### src/sv/ecfr_pkg.sv
// Shared types, codes and defaults for the escaped command frame receiver.
package ecfr_pkg;

  localparam int unsigned BUFFER_BYTES_DEF  = 64;
  localparam int unsigned HANDLER_COUNT_DEF = 32;

  localparam int unsigned CFG_IDX_W  = 3;
  localparam int unsigned CFG_DATA_W = 32;

  typedef enum logic [CFG_IDX_W-1:0] {
    CFG_FIELD_SEP        = 3'd0,
    CFG_CMD_SEP          = 3'd1,
    CFG_ESC_CHAR         = 3'd2,
    CFG_ACK_ID           = 3'd3,
    CFG_ATTACHED_MASK    = 3'd4,
    CFG_DEFAULT_ATTACHED = 3'd5
  } cfg_idx_t;

  typedef enum logic [1:0] {
    PH_STRIP  = 2'd0,
    PH_SPACE  = 2'd1,
    PH_DIGITS = 2'd2,
    PH_DONE   = 2'd3
  } phase_t;

  typedef enum logic [1:0] {
    DISP_NONE     = 2'd0,
    DISP_DEFAULT  = 2'd1,
    DISP_ATTACHED = 2'd2
  } disp_t;

  localparam logic [7:0] FIELD_SEP_RST = 8'd44;
  localparam logic [7:0] CMD_SEP_RST   = 8'd59;
  localparam logic [7:0] ESC_CHAR_RST  = 8'd47;

  typedef struct packed {
    logic [7:0] field_sep;
    logic [7:0] cmd_sep;
    logic [7:0] esc_char;
  } framing_cfg_t;

  typedef struct packed {
    phase_t      phase;
    logic [7:0]  prev_char;
    logic [15:0] accum;
    logic        negative;
  } parse_state_t;

  localparam parse_state_t PARSE_CLEAR = '{phase: PH_STRIP, prev_char: 8'd0,
                                           accum: 16'd0, negative: 1'b0};

endpackage

### src/sv/escaped_command_frame_receiver.sv
// Top level of the escaped command frame receiver: registers, handshakes and configuration.
// Takes one received byte per request and returns one result per byte; a byte can be
// accepted in every cycle while the result side is not stalled. A byte passes an input
// register, then the framing and first-field parse logic plus the handler lookup, and
// lands in the result register once the output is not stalled.
// The result is all zeros unless the byte was an unescaped command separator ending a
// non-empty message. Configuration writes must be made while no request is in flight.
module escaped_command_frame_receiver #(
  parameter int unsigned BUFFER_BYTES  = ecfr_pkg::BUFFER_BYTES_DEF,
  parameter int unsigned HANDLER_COUNT = ecfr_pkg::HANDLER_COUNT_DEF
) (
  input  logic                            clk,
  input  logic                            rst_n,
  input  logic                            in_valid,
  output logic                            in_ready,
  input  logic [7:0]                      in_rx_byte,
  output logic                            out_valid,
  input  logic                            out_ready,
  output logic                            out_message_done,
  output logic signed [15:0]              out_command_id,
  output logic                            out_ack_match,
  output logic [1:0]                      out_dispatch,
  output logic [4:0]                      out_handler_slot,
  input  logic                            cfg_we,
  input  logic [ecfr_pkg::CFG_IDX_W-1:0]  cfg_addr,
  input  logic [ecfr_pkg::CFG_DATA_W-1:0] cfg_wdata
);
  import ecfr_pkg::*;

  localparam int unsigned CNT_W = $clog2(BUFFER_BYTES);

  framing_cfg_t     fcfg_r;
  logic [15:0]      ack_id_r;
  logic [31:0]      mask_r;
  logic             dflt_r;

  logic             in_vld_r;
  logic [7:0]       byte_r;
  logic             advance;

  logic [7:0]       sprev_r, sprev_nxt;
  logic [CNT_W-1:0] count_r, count_nxt;
  parse_state_t     pstate_r, pstate_nxt;

  logic             done;
  logic [15:0]      id;
  logic             ack;
  logic [1:0]       disp;
  logic [4:0]       slot;

  logic             out_vld_r;
  logic             done_r;
  logic [15:0]      id_r;
  logic             ack_r;
  logic [1:0]       disp_r;
  logic [4:0]       slot_r;

  assign advance  = in_vld_r && (!out_vld_r || out_ready);
  assign in_ready = !in_vld_r || advance;

  ecfr_frame #(.BUFFER_BYTES(BUFFER_BYTES)) u_frame (
    .rx_byte         (byte_r),
    .fcfg            (fcfg_r),
    .stream_prev     (sprev_r),
    .count           (count_r),
    .pstate          (pstate_r),
    .stream_prev_nxt (sprev_nxt),
    .count_nxt       (count_nxt),
    .pstate_nxt      (pstate_nxt),
    .done            (done),
    .id              (id)
  );

  ecfr_dispatch #(.HANDLER_COUNT(HANDLER_COUNT)) u_dispatch (
    .done             (done),
    .id               (id),
    .ack_id           (ack_id_r),
    .attached_mask    (mask_r),
    .default_attached (dflt_r),
    .ack_match        (ack),
    .dispatch         (disp),
    .handler_slot     (slot)
  );

  always_ff @(posedge clk) begin
    if (!rst_n) begin
      fcfg_r   <= '{field_sep: FIELD_SEP_RST, cmd_sep: CMD_SEP_RST, esc_char: ESC_CHAR_RST};
      ack_id_r <= 16'd0;
      mask_r   <= 32'd0;
      dflt_r   <= 1'b0;
    end else if (cfg_we) begin
      unique case (cfg_addr)
        CFG_FIELD_SEP:        fcfg_r.field_sep <= cfg_wdata[7:0];
        CFG_CMD_SEP:          fcfg_r.cmd_sep   <= cfg_wdata[7:0];
        CFG_ESC_CHAR:         fcfg_r.esc_char  <= cfg_wdata[7:0];
        CFG_ACK_ID:           ack_id_r         <= cfg_wdata[15:0];
        CFG_ATTACHED_MASK:    mask_r           <= cfg_wdata[31:0];
        CFG_DEFAULT_ATTACHED: dflt_r           <= cfg_wdata[0];
        default: begin
        end
      endcase
    end
  end

  always_ff @(posedge clk) begin
    if (!rst_n) begin
      in_vld_r  <= 1'b0;
      out_vld_r <= 1'b0;
      sprev_r   <= 8'd0;
      count_r   <= '0;
      pstate_r  <= PARSE_CLEAR;
    end else begin
      if (in_ready) begin
        in_vld_r <= in_valid;
      end
      if (advance) begin
        out_vld_r <= 1'b1;
        sprev_r   <= sprev_nxt;
        count_r   <= count_nxt;
        pstate_r  <= pstate_nxt;
      end else if (out_ready) begin
        out_vld_r <= 1'b0;
      end
    end
  end

  always_ff @(posedge clk) begin
    if (in_ready && in_valid) begin
      byte_r <= in_rx_byte;
    end
    if (advance) begin
      done_r <= done;
      id_r   <= id;
      ack_r  <= ack;
      disp_r <= disp;
      slot_r <= slot;
    end
  end

  assign out_valid        = out_vld_r;
  assign out_message_done = done_r;
  assign out_command_id   = id_r;
  assign out_ack_match    = ack_r;
  assign out_dispatch     = disp_r;
  assign out_handler_slot = slot_r;

endmodule

### src/sv/ecfr_frame.sv
// Per-byte framing, escape tracking and on-the-fly parsing of the first field.
module ecfr_frame #(
  parameter int unsigned BUFFER_BYTES = ecfr_pkg::BUFFER_BYTES_DEF,
  localparam int unsigned CNT_W = $clog2(BUFFER_BYTES)
) (
  input  logic [7:0]             rx_byte,
  input  ecfr_pkg::framing_cfg_t fcfg,
  input  logic [7:0]             stream_prev,
  input  logic [CNT_W-1:0]       count,
  input  ecfr_pkg::parse_state_t pstate,
  output logic [7:0]             stream_prev_nxt,
  output logic [CNT_W-1:0]       count_nxt,
  output ecfr_pkg::parse_state_t pstate_nxt,
  output logic                   done,
  output logic [15:0]            id
);
  import ecfr_pkg::*;

  localparam logic [CNT_W-1:0] CNT_LAST = CNT_W'(BUFFER_BYTES - 1);

  logic               s_esc;
  logic               p_esc;
  logic               is_digit;
  logic               is_space;
  logic [CNT_W-1:0]   count_inc;
  logic [15:0]        accum_dig;
  parse_state_t       fed;
  phase_t             ph_eff;
  logic [7:0]         pprev_eff;

  assign is_digit  = (rx_byte >= 8'd48) && (rx_byte <= 8'd57);
  assign is_space  = (rx_byte == 8'd32) || ((rx_byte >= 8'd9) && (rx_byte <= 8'd13));
  assign accum_dig = (pstate.accum << 3) + (pstate.accum << 1) + {12'd0, rx_byte[3:0]};
  assign count_inc = count + CNT_W'(1);
  assign s_esc     = (stream_prev == fcfg.esc_char);

  // Parser update for a stored byte.
  always_comb begin
    fed       = pstate;
    ph_eff    = pstate.phase;
    pprev_eff = pstate.prev_char;
    p_esc     = 1'b0;
    if (pstate.phase != PH_DONE) begin
      if (rx_byte == 8'd0) begin
        fed.phase = PH_DONE;
      end else if (!(pstate.phase == PH_STRIP && fcfg.esc_char != 8'd0 &&
                     rx_byte == fcfg.field_sep)) begin
        if (pstate.phase == PH_STRIP) begin
          ph_eff    = PH_SPACE;
          pprev_eff = 8'd0;
        end
        p_esc         = (pprev_eff == fcfg.esc_char);
        fed.phase     = ph_eff;
        fed.prev_char = (rx_byte == fcfg.esc_char && p_esc) ? 8'd0 : rx_byte;
        if (rx_byte == fcfg.field_sep && !p_esc) begin
          fed.phase = PH_DONE;
        end else if (ph_eff == PH_SPACE) begin
          priority if (is_space) begin
            fed.phase = PH_SPACE;
          end else if (rx_byte == 8'd43) begin
            fed.phase = PH_DIGITS;
          end else if (rx_byte == 8'd45) begin
            fed.phase    = PH_DIGITS;
            fed.negative = 1'b1;
          end else if (!is_digit) begin
            fed.phase = PH_DONE;
          end else begin
            fed.phase = PH_DIGITS;
            fed.accum = accum_dig;
          end
        end else if (!is_digit) begin
          fed.phase = PH_DONE;
        end else begin
          fed.accum = accum_dig;
        end
      end
    end
  end

  // Stream level: escape tracking, message end and overflow.
  always_comb begin
    stream_prev_nxt = (rx_byte == fcfg.esc_char && s_esc) ? 8'd0 : rx_byte;
    count_nxt       = count;
    pstate_nxt      = pstate;
    done            = 1'b0;
    id              = 16'd0;
    if (rx_byte != 8'd0 || s_esc) begin
      if (rx_byte == fcfg.cmd_sep && !s_esc) begin
        if (count != '0) begin
          done            = 1'b1;
          id              = pstate.negative ? (16'd0 - pstate.accum) : pstate.accum;
          stream_prev_nxt = 8'd0;
        end
        count_nxt  = '0;
        pstate_nxt = PARSE_CLEAR;
      end else if (count_inc == CNT_LAST) begin
        count_nxt  = '0;
        pstate_nxt = PARSE_CLEAR;
      end else begin
        count_nxt  = count_inc;
        pstate_nxt = fed;
      end
    end
  end

endmodule

### src/sv/ecfr_dispatch.sv
// Acknowledge compare and handler selection for a completed message.
module ecfr_dispatch #(
  parameter int unsigned HANDLER_COUNT = ecfr_pkg::HANDLER_COUNT_DEF
) (
  input  logic        done,
  input  logic [15:0] id,
  input  logic [15:0] ack_id,
  input  logic [31:0] attached_mask,
  input  logic        default_attached,
  output logic        ack_match,
  output logic [1:0]  dispatch,
  output logic [4:0]  handler_slot
);
  import ecfr_pkg::*;

  localparam logic [15:0] ID_MAX = 16'(HANDLER_COUNT);

  logic [15:0] id_m1;
  logic        in_range;

  assign id_m1     = id - 16'd1;
  assign in_range  = (id >= 16'd1) && (id <= ID_MAX);
  assign ack_match = done && (id == ack_id);

  always_comb begin
    dispatch     = DISP_NONE;
    handler_slot = 5'd0;
    if (done) begin
      if (in_range && attached_mask[id_m1[4:0]]) begin
        dispatch     = DISP_ATTACHED;
        handler_slot = id_m1[4:0];
      end else if (default_attached) begin
        dispatch = DISP_DEFAULT;
      end
    end
  end

endmodule

### config.mk
export PLATFORM = sky130hd
export DESIGN_NAME = escaped_command_frame_receiver
export DESIGN_NICKNAME = d
export VERILOG_FILES = /design/src/sv/ecfr_pkg.sv /design/src/sv/escaped_command_frame_receiver.sv /design/src/sv/ecfr_frame.sv /design/src/sv/ecfr_dispatch.sv
export SDC_FILE = /design/constraint.sdc
export NUM_CORES = 1
export LEC_CHECK = 0
export BUFFER_PORTS_ARGS = -buffer_cell sky130_fd_sc_hd__buf_2
export CORE_MARGIN = 10
export CORE_UTILIZATION = 54
export DETAILED_ROUTE_END_ITERATION = 8
export PLACE_DENSITY = 0.76
export SYNTH_ARGS = -nofsm -noshare
export SYNTH_HDL_FRONTEND = slang
export SYNTH_SLANG_ARGS = --single-unit
### constraint.sdc
create_clock -name clk -period 3.48 [get_ports clk]
set_input_delay 0.174 -clock clk [delete_from_list [all_inputs] [get_ports clk]]
set_output_delay 0.174 -clock clk [all_outputs]
set_load 0.005 [all_outputs]
==> results of run 1 <==
==> cells in the mapped netlist, types with 3 or more instances <==
library cell	number	area (um2)
or2_2	4	25.02
ha_1	33	412.9
o21ai_0	28	140.1
nor4_1	9	56.30
mux2i_1	26	260.3
edfxtp_1	33	991.0
a21boi_0	65	488.0
nor4bb_1	4	40.04
o31ai_1	6	45.04
nor2b_1	40	250.2
nor2_1	62	232.7
a21o_1	10	75.07
a2111oi_0	4	35.03
dfxtp_1	116	2322
nand4_1	11	68.82
nor4_4	3	63.81
buf_6	3	33.78
xnor2_1	45	394.1
inv_1	13	48.80
nand2_1	177	664.4
a32oi_1	3	26.28
buf_1	4	15.01
buf_2	7	35.03
nand3_1	26	130.1
clkbuf_1	42	157.7
a21oi_1	17	85.08
a22oi_1	17	127.6
nand2b_1	5	31.28
nand4b_1	3	26.28
o21a_1	3	22.52
or3_1	7	43.79
xor2_1	40	350.3
mux2_2	7	78.83
o22ai_1	3	18.77
and2_1	10	62.56
a31oi_1	10	62.56
nor3_1	16	80.08
==> state kept, by name (all words and copies together) (netlist names) <==
name,cells
count_r,6
in_vld_r,1
out_message_done,1
byte_r,8
out_command_id,16
dflt_r,1
out_handler_slot,5
ack_id_r,16
out_valid,1
pstate_r,27
mask_r,32
sprev_r,8
fcfg_r,24
out_ack_match,1
out_dispatch,2
==> metal layers <==
layer | part of all wire, % | up-vias | track usage (%)
met5 | 0 | - | 0
met4 | 2.1 | 0 | 7.021
met3 | 6.3 | 40 | 4.198
met2 | 48 | 238 | 34.45
met1 | 44 | 3450 | 26.32
li1 | - | 3552 | -
==> worst min path at each step <==
stage,from,to,depth (start not counted)
3_3_place_gp,in_rx_byte[2],byte_r[2],1
3_5_place_dp,in_rx_byte[2],byte_r[2],1
4_1_cts,cfg_wdata[22],mask_r[22],3
5_1_grt,cfg_wdata[30],mask_r[30],3
6_report,cfg_wdata[22],mask_r[22],3
2_1_floorplan,in_rx_byte[0],byte_r[0],0
==> stage by stage <==
| step | power (uW) | utilization [%] | hold WS, ns | setup TNS (ns) | setup WS (ns) |
|---|---|---|---|---|---|
| floorplan | 2079 | - | 0.2729 | -0.01474 | -0.01474 |
| global placement | 2201 | 60.95 | 0.3867 | -0.03518 | -0.03518 |
| detailed placement | 2206 | 60.95 | 0.3883 | -0.4666 | -0.1041 |
| CTS | 3959 | 66.26 | 0.0009478 | 0 | 0.008960 |
| global route | 4075 | 66.94 | 0.005619 | -0.2602 | -0.07971 |
| finish | 3950 | 66.94 | 0.002837 | 0 | 0.009025 |
==> cells by family (layout without fill, tap and decap cells) <==
| kind of cell | Yosys count | count (layout) |
|---|---|---|
| XOR/XNOR | 87 | 87 |
| flip-flops | 149 | 149 |
| AO/OA/AOI/OAI | 185 | 185 |
| adder cells (fa/ha/maj) | 35 | 35 |
| AND/OR/NAND/NOR | 388 | 388 |
| multiplexers | 35 | 35 |
| buffers and inverters | 72 | 208 |
==> worst max-delay path: cells and delay by family (launching register included) <==
family / cells / cell delay, ns
compound gates: 2 / 0.28
simple gates: 4 / 1.03
flops: 1 / 0.47
mux: 3 / 1.01
xor+xnor: 1 / 0.18
fa+ha+maj: 1 / 0.18
buf+inv: 1 / 0.06
==> area by class of cell <==
| class | count | area (um2) |
|---|---|---|
| Tap cell | 188 | 235.2 |
| Inverter | 15 | 61.31 |
| Clock inverter | 14 | 135.1 |
| Clock buffer | 18 | 429.2 |
| Sequential cell | 149 | 3313 |
| Timing Repair Buffer | 161 | 1091 |
| Fill cell | 1221 | 5026 |
| Multi-Input combinational cell | 730 | 4911 |
==> repair_timing <==
| action | CTS | global route |
|---|---|---|
| endpoints found under the setup margin | 6 | 7 |
| hold buffers | 22 | 0 |
| pin swaps | 1 | 7 |
| endpoints found under the hold margin | 22 | 0 |
| resized for setup | 6 | 7 |
| setup buffers | 0 | 8 |
==> power breakdown <==
group          internal (uW)  switching (uW)
Combinational            158             184
Clock                    948             804
Sequential              1820            39.6
==> impl_results.md, run 1 <==
* Placed Area at 0.009266 mm2
* Power Dens Cells at 388.2 mW/mm2
* Top fanout value on the critical path at 5
* Clk_lat worst skew at 0.43 ns
* Worst Setup End Kind: register
* All-Layer GR Usage at 20.78%
* Total placed cells including tap cells at 1213
* Top Ports at 75
* Fin area at 0.01018 mm2
* Final-report max-slew violation count at 0
* Register bit total from synthesis at 149
* Final hold viol count at 0
* DRC at 0
* Synth Area in Compound Gates at 15.41%
* Clk slew on worst S/H paths at 0.06 ns
* Core Footprint at 0.01520 mm2
* Post-layout nets at 1157
* Final wirelength at 21880 um
* CTS root buffer: clkbuf_16
* Yosys cell types at 67
* Slowest cell delay on critical path at 0.58 ns
* Synthesis-to-layout area growth at 21.32%
* WP data required at 3.65 ns
* Max Cap Viol at 0
* Highest clock rate at 288.1 MHz
* Yosys warning count at 0
* Iter 0 DRT Violations at 565
* Worst-path cell chain: or4_4, nor3b_4, a21o_1, nand2b_4, nor2_4, clkinv_4, ha_4, xnor2_4, mux2_4, mux4_2, mux2i_1, a31oi_1
* Gr ovfl total at 0
* Commonest cells after routing, fill and taps aside: 177 x nand2_1, 116 x dfxtp_1, 74 x buf_2
* Leak at 0.004050 uW
* Final Non-Filler Cells at 1275
* Worst path arrival time at 3.64 ns
* Worst slew margin at 28.84%
* Vias at 7280
* Finish-stage setup viols at 0
* Vias in the first global route at 6892
* Critical path type: register to register
* Crit path max-delay cell type: or4_4
* WL/cell at 17.16 um
* PortBufs at 74
* Ant diodes at 0
* Reg2Reg Depth at 12
* Post-synthesis sequential area ratio at 39.50%
* Largest net degree at the start of global routing at 50
* Simple-gate share of the synthesized area at 22.21%
* Starting Density at 55.18%
* Max Clock Skew at 0.009563 ns
* Post-detail-place hpwl at 15900 um
* Cell count after synthesis at 951
* Worst r2r dst: out_dispatch[0]
* Maximum vdd drop at 0.4625 mV
* Async S/R FF share, synth at 0%
* Syn_area_per_cell at 8.820 um2
* GP Congestion at 1.019
* Die span in y at 144.6 um
* Vias per cell at 5.710
* Status: completed
* CP startpoint: byte_r[5]
* Synthesized area at 0.008388 mm2
* Critical path startpoint category: register
* Commonest non-fill, non-tap cell in the layout: nand2_1
* Measured slew at the worst slew-check pin at 1.067 ns
* Post-Synth Adder-Cell Area at 5.400%
* CTS sink cnt at 149
* Die width at 144.6 um
* Max H-tree Level at 4
* Share of cells above drive strength 1 at 19.41%
* EDFF count, synth at 33
* Final worst-path cycle share at 99.74%
* Crit path time final at 3.471 ns
* Syn nets at 1034
* CTS tree: done
* Antenna violations before repair at 0
* FF-to-FF Start: byte_r[5]
* DR pass1 iterations at 5
* Reg-to-reg slack, setup at 0.009 ns
* Synth Flop Type: dfxtp_1
* XOR/XNOR share of the synthesized area at 9.263%
* Die area at 0.02092 mm2
* Mux contribution to synthesized area at 4.579%
* Critical Path End: out_dispatch[0]
* # rows at 45
* RSZ-0062 raised after global routing: true
* Hold crit path type: input pin to register
* TritonCTS Buffers at 17
* First-pass GRT wire length at 34520 um
* Combinational family with the most area after synthesis: simple AND/OR/NAND/NOR gates
* Post-route ant nets at 0
* CTS Buffer Depth at 2
Power figures use the tool's default switching activity.
==> run 2, diff against run 1 <==
HOLD_SLACK_MARGIN = 0.03   (was not set)
==> impl_results.md, run 2 (synthesis gave the netlist of run 1 again) <==
* Fin util at 67.73% (+0.79 points)
* Crit path time final at 3.460 ns (-0.01081 ns)
* GP Congestion at 1.019 (unchanged)
* PortBufs at 74 (unchanged)
* Post-layout nets at 1169 (+1.0%)
* Synthesis-to-layout area growth at 22.75%
* Final hold viol count at 0 (unchanged)
* Antenna violations before repair at 0 (unchanged)
* Layout fillers at 1193 (-2.3%)
* Clk_lat worst skew at 0.44 ns (about the same)
* Commonest non-fill, non-tap cell in the layout: nand2_1
* Hold crit path type: input pin to register
* Critical path type: register to register
* Top reg by flops: mask_r
* First-pass GRT wire length at 35340 um (+2.4%)
* Vias at 7351 (+0.98%)
* Maximum vdd drop at 0.4603 mV (-0.47%)
* DRC at 0 (unchanged)
* Top Ports at 75 (unchanged)
* Max H-tree Level at 4 (unchanged)
* Vias in the first global route at 6990 (+1.4%)
* All-Layer GR Usage at 21.26% (+0.48 points)
* Core Footprint at 0.01520 mm2 (unchanged)
* DR pass1 iterations at 5 (unchanged)
* Final Total Pwr at 3965 uW (+0.37%)
* Max Clock Skew at 0.007513 ns (-0.002049 ns)
* Die area at 0.02092 mm2 (unchanged)
* Ant diodes at 0 (unchanged)
* CTS sink cnt at 149 (unchanged)
* CTS tree: done
* Worst slew margin at 29.06% (+0.22 points)
* Starting Density at 55.18% (unchanged)
* Post-detail-place hpwl at 15900 um (unchanged)
* Vias per cell at 5.712 (about the same)
* # rows at 45 (unchanged)
* Number of flip-flops in the largest register at 32 (unchanged)
* Slowest cell delay on critical path at 0.58 ns (about the same)
* Largest net degree at the start of global routing at 50 (unchanged)
* Register area at 0.003313 mm2 (unchanged)
* Critical path startpoint category: register
* Top fanout value on the critical path at 5 (unchanged)
* Clk slew on worst S/H paths at 0.06 ns (about the same)
* Die width at 144.6 um (unchanged)
* Worst-path cell chain: or4_4, nor3b_4, a21o_1, nand2b_4, nor2_4, clkinv_4, ha_4, xnor2_4, mux2_4, mux4_2, mux2i_1, a31oi_1
* Power Dens Cells at 385.1 mW/mm2 (-0.80%)
* Final wirelength at 22300 um (+1.9%)
* Final-report max-slew violation count at 0 (unchanged)
* Worst path arrival time at 3.63 ns (about the same)
* CTS Buffer Depth at 2 (unchanged)
* Commonest cells after routing, fill and taps aside: 177 x nand2_1, 116 x dfxtp_1, 74 x buf_2
* Top Usage Layer GRT: met2
* M1 GR Usage at 26.56% (+0.24 points)
* Highest clock rate at 289.0 MHz (+0.31%)
* Met3 Resource Use GR at 4.559% (+0.36 points)
* Final worst-path cycle share at 99.43% (-0.31 points)
* CTS root buffer: clkbuf_16
* Status: completed
* Area of the multi-input gates at 0.004911 mm2 (unchanged)
* Gr ovfl total at 0 (unchanged)
* Met2 global-route usage at 35.66% (+1.2 points)
* WL/cell at 17.33 um (+1.0%)
* Finish-stage setup viols at 0 (unchanged)
* Largest registers: mask_r (32), pstate_r (27), fcfg_r (24)
* TritonCTS Buffers at 17 (unchanged)
* Die span in y at 144.6 um (unchanged)
* Leak at 0.004100 uW (+1.2%)
* Share of cells above drive strength 1 at 19.20% (-0.21 points)
* Iter 0 DRT Violations at 582 (+3.0%)
* Crit path max-delay cell type: or4_4
* Measured slew at the worst slew-check pin at 1.064 ns (-0.003331 ns)
* RSZ-0062 raised after global routing: true
* Max Cap Viol at 0 (unchanged)
* Worst Setup End Kind: register
* Post-route ant nets at 0 (unchanged)
* WP data required at 3.65 ns (about the same)
## run 2: report_power, final
| part | internal (uW) | leakage [uW] | switching (uW) |
|---|---|---|---|
| logic | 167 | 0.00257 | 187 |
| clock network | 948 | 0.000273 | 808 |
| registers | 1820 | 0.00125 | 39.3 |
| total | 2930 | 0.00410 | 1030 |
## run 2: metrics by stage
step | setup slack [ns] | TNS, ns | instance area [um2] | hold slack [ns] | std cells
3_5_place_dp | -0.1041 | -0.4666 | 9266 | 0.3883 | 1213
5_1_grt | -0.07971 | -0.2601 | 10300 | 0.06763 | 1287
2_1_floorplan | -0.01474 | -0.01474 | 8479 | 0.2729 | 951
4_1_cts | 0.008960 | 0 | 10190 | 0.03519 | 1279
6_report | 0.01983 | 0 | 10300 | 0.03706 | 1287
3_3_place_gp | -0.03518 | -0.03518 | 9266 | 0.3867 | 1213
## run 2: final timing paths
kind / startpoint / endpoint / slack [ns] / depth (start not counted)
setup / recovery: byte_r[5] / out_dispatch[0] / 0.02 / 12
hold / removal: cfg_wdata[1] / fcfg_r[1] / 0.04 / 3
setup reg to reg: byte_r[5] / out_dispatch[0] / 0.02 / 12
hold reg to reg: mask_r[20] / mask_r[20] / 0.47 / 2
## run 2: what timing repair did
action                     CTS  global route
setup buffers                0             8
hold buffers                34             0
pin swaps                    1             7
resized for setup            6             7
hold endpoints to repair    41             0
setup endpoints to repair    6             7
## run 2: area by class of cell
class,count,area share (%)
Clock inverter,14,1.312
Tap cell,188,2.285
Sequential cell,149,32.18
Clock buffer,18,4.168
Timing Repair Buffer,173,11.76
Multi-Input combinational cell,730,47.70
Inverter,15,0.5955
## run 2: critical path, delay by kind of cell (launching register included)
| kind | cells | cell delay (ns) |
|---|---|---|
| AND/OR/NAND/NOR | 4 | 1.02 |
| flip-flops | 1 | 0.47 |
| multiplexers | 3 | 1.01 |
| adder cells (fa/ha/maj) | 1 | 0.18 |
| AO/OA/AOI/OAI | 2 | 0.27 |
| buffers and inverters | 1 | 0.06 |
| XOR/XNOR | 1 | 0.18 |
## run 2: layer usage
layer	wire length, um	share of wire [%]
met5	0	0
met4	520	2.3
met3	1516	6.8
met2	10710	48
met1	9558	43
==> run 3, diff against run 2 <==
BUFFER_PORTS_ARGS = -buffer_cell sky130_fd_sc_hd__buf_4   (was -buffer_cell sky130_fd_sc_hd__buf_2)
RECOVER_POWER = 50   (was not set)
==> impl_results.md, run 3 (synthesis gave the netlist of run 1 again) <==
* Core Footprint at 0.01520 mm2 (unchanged)
* Finish-stage setup viols at 0 (unchanged)
* Top fanout value on the critical path at 5 (unchanged)
* Final worst-path cycle share at 99.44% (about the same)
* RSZ-0062 raised after global routing: true
* WP data required at 3.65 ns (about the same)
* Critical path type: register to register
* Number of flip-flops in the largest register at 32 (unchanged)
* Worst slew margin at -34.42% (-63 points)
* Post-route ant nets at 0 (unchanged)
* Post-detail-place hpwl at 15760 um (-0.91%)
* Fin util at 68.78% (+1.1 points)
* Worst Setup End Kind: register
* Fin worst setup slack at 0.01958 ns (-0.0002578 ns)
* Vias in the first global route at 7084 (+1.3%)
* Final Total Pwr at 4150 uW (+4.7%)
* Critical Path End: out_dispatch[0]
* Antenna violations before repair at 0 (unchanged)
* Final wirelength at 22170 um (-0.60%)
* Crit path time final at 3.460 ns (+0.0002578 ns)
* CP startpoint: byte_r[7]
* Failing checks: max-capacitance violations, max-slew violations
* Measured slew at the worst slew-check pin at 2.016 ns (+0.9521 ns)
* Commonest cells after routing, fill and taps aside: 177 x nand2_1, 116 x dfxtp_1, 97 x buf_4
* Iter 0 DRT Violations at 549 (-5.7%)
* TritonCTS Buffers at 17 (unchanged)
* Highest clock rate at 289.0 MHz (about the same)
* DR pass1 iterations at 5 (unchanged)
* Placed Area at 0.009414 mm2 (+1.6%)
* Final-report max-slew violation count at 117 (+117)
* Total placed cells including tap cells at 1208 (-0.41%)
* GP Congestion at 0.8998 (-12%)
* Hold crit path type: input pin to register
* Top Ports at 75 (unchanged)
* Die width at 144.6 um (unchanged)
* Vias per cell at 5.703 (-0.16%)
* Worst path arrival time at 3.63 ns (about the same)
* Largest net degree at the start of global routing at 117 (+130%)
* Ant diodes at 0 (unchanged)
* CTS Buffer Depth at 2 (unchanged)
* CTS tree: done
* Die span in y at 144.6 um (unchanged)
* Max Clock Skew at 0.007742 ns (+0.0002284 ns)
* Largest registers: mask_r (32), pstate_r (27), fcfg_r (24)
* WL/cell at 17.31 um (-0.14%)
* Final hold viol count at 0 (unchanged)
* Final Non-Filler Cells at 1281 (-0.47%)
* Worst r2r dst: out_dispatch[0]
* Reg2Reg Depth at 10 (-2)
* First-pass GRT wire length at 35470 um (+0.37%)
* CTS sink cnt at 149 (unchanged)
* Share of cells above drive strength 1 at 17.84% (-1.4 points)
* Pre-CTS setup slack at -0.1255 ns (-0.02142 ns)
* Commonest non-fill, non-tap cell in the layout: nand2_1
* CTS root buffer: clkbuf_16
* Reg-to-reg slack, setup at 0.02 ns (about the same)
* DRC at 0 (unchanged)
* PortBufs at 74 (unchanged)
* Clk slew on worst S/H paths at 0.06 ns (about the same)
* Synthesis-to-layout area growth at 24.66%
* Vias at 7305 (-0.63%)
* Critical path startpoint category: register
* Max Cap Viol at 1 (+1)
* FF-to-FF Start: byte_r[7]
* Power Dens Cells at 396.9 mW/mm2 (+3.1%)
* All-Layer GR Usage at 21.29% (+0.029 points)
* Max H-tree Level at 4 (unchanged)
* Top reg by flops: mask_r
* Clk_lat worst skew at 0.43 ns (about the same)
* Leak at 0.004130 uW (+0.74%)
* # rows at 45 (unchanged)
* Maximum vdd drop at 0.3509 mV (-24%)
* Starting Density at 55.18% (unchanged)
* Fin area at 0.01046 mm2 (+1.6%)
* Gr ovfl total at 0 (unchanged)
* Die area at 0.02092 mm2 (unchanged)
* Status: finished, violations left
* Post-layout nets at 1163 (-0.51%)
[run 3: cell types whose count changed in the layout (fill, tap and decap cells not counted), sizes merged]
cell and delta:
bufinv +3, clkbuf +36, dlygate4sd3 -1, inv -6
buf -40, clkinv +3, clkinvlp -1
[run 3: stage by stage]
step / hold slack, ns / setup TNS (ns)
2_1_floorplan: 0.2729 / -0.01474
3_5_place_dp: 0.3582 / -0.5773
6_report: 0.03823 / 0
4_1_cts: 0.03164 / 0
5_1_grt: 0.04482 / -0.4210
3_3_place_gp: 0.3601 / -0.2516
[run 3: worst min path at each step]
stage / from / end / slack, ns / cells after the start
floorplan: in_rx_byte[0] / byte_r[0] / 0.27 / 0
global placement: in_rx_byte[1] / byte_r[1] / 0.36 / 1
detailed placement: in_rx_byte[7] / byte_r[7] / 0.36 / 1
CTS: cfg_wdata[2] / fcfg_r[18] / 0.03 / 3
global route: cfg_wdata[8] / mask_r[8] / 0.04 / 3
finish: cfg_wdata[2] / fcfg_r[18] / 0.04 / 3
[run 3: worst max-delay path, stage by stage, from the launching register on]
cell and delay, ns:
edfxtp_1 0.44, xor2_2 0.19, nor4_4 0.38, o211ai_1 0.18, or3_4 0.45, ha_4 0.21, xnor2_4 0.26, mux2_4 0.33
mux4_2 0.52, mux2i_1 0.15, a31oi_1 0.09
[run 3: area by class of cell]
cell class	count	area, um2
timing repair buffer	167	1329
tap	188	235.2
inverter	15	61.31
fill	1226	4746
sequential	149	3313
clock buffer	19	454.2
clock inverter	13	168.9
multi-input combinational	730	4895
[run 3: metal layers]
| layer | part of all wire [%] | vias to the layer above | wire [um] | track usage (%) |
|---|---|---|---|---|
| met5 | 0 | - | 0 | 0 |
| met4 | 2.3 | 0 | 499 | 6.702 |
| met3 | 5.4 | 47 | 1208 | 4.198 |
| met2 | 49 | 234 | 10790 | 35.88 |
| met1 | 44 | 3473 | 9674 | 26.76 |
| li1 | - | 3551 | - | - |
[run 3: report_power, final]
group,total (uW),internal [uW],switching [uW]
logic,366,181,185
clock network,1930,1180,747
registers,1860,1820,39.8
total,4150,3180,972
[run 3: what timing repair did]
item	CTS	global route
buffers inserted	3	5
endpoints found under the setup margin	7	7
hold buffers	33	0
hold endpoints to repair	36	0
pin swaps	4	8
gates resized for setup	5	4
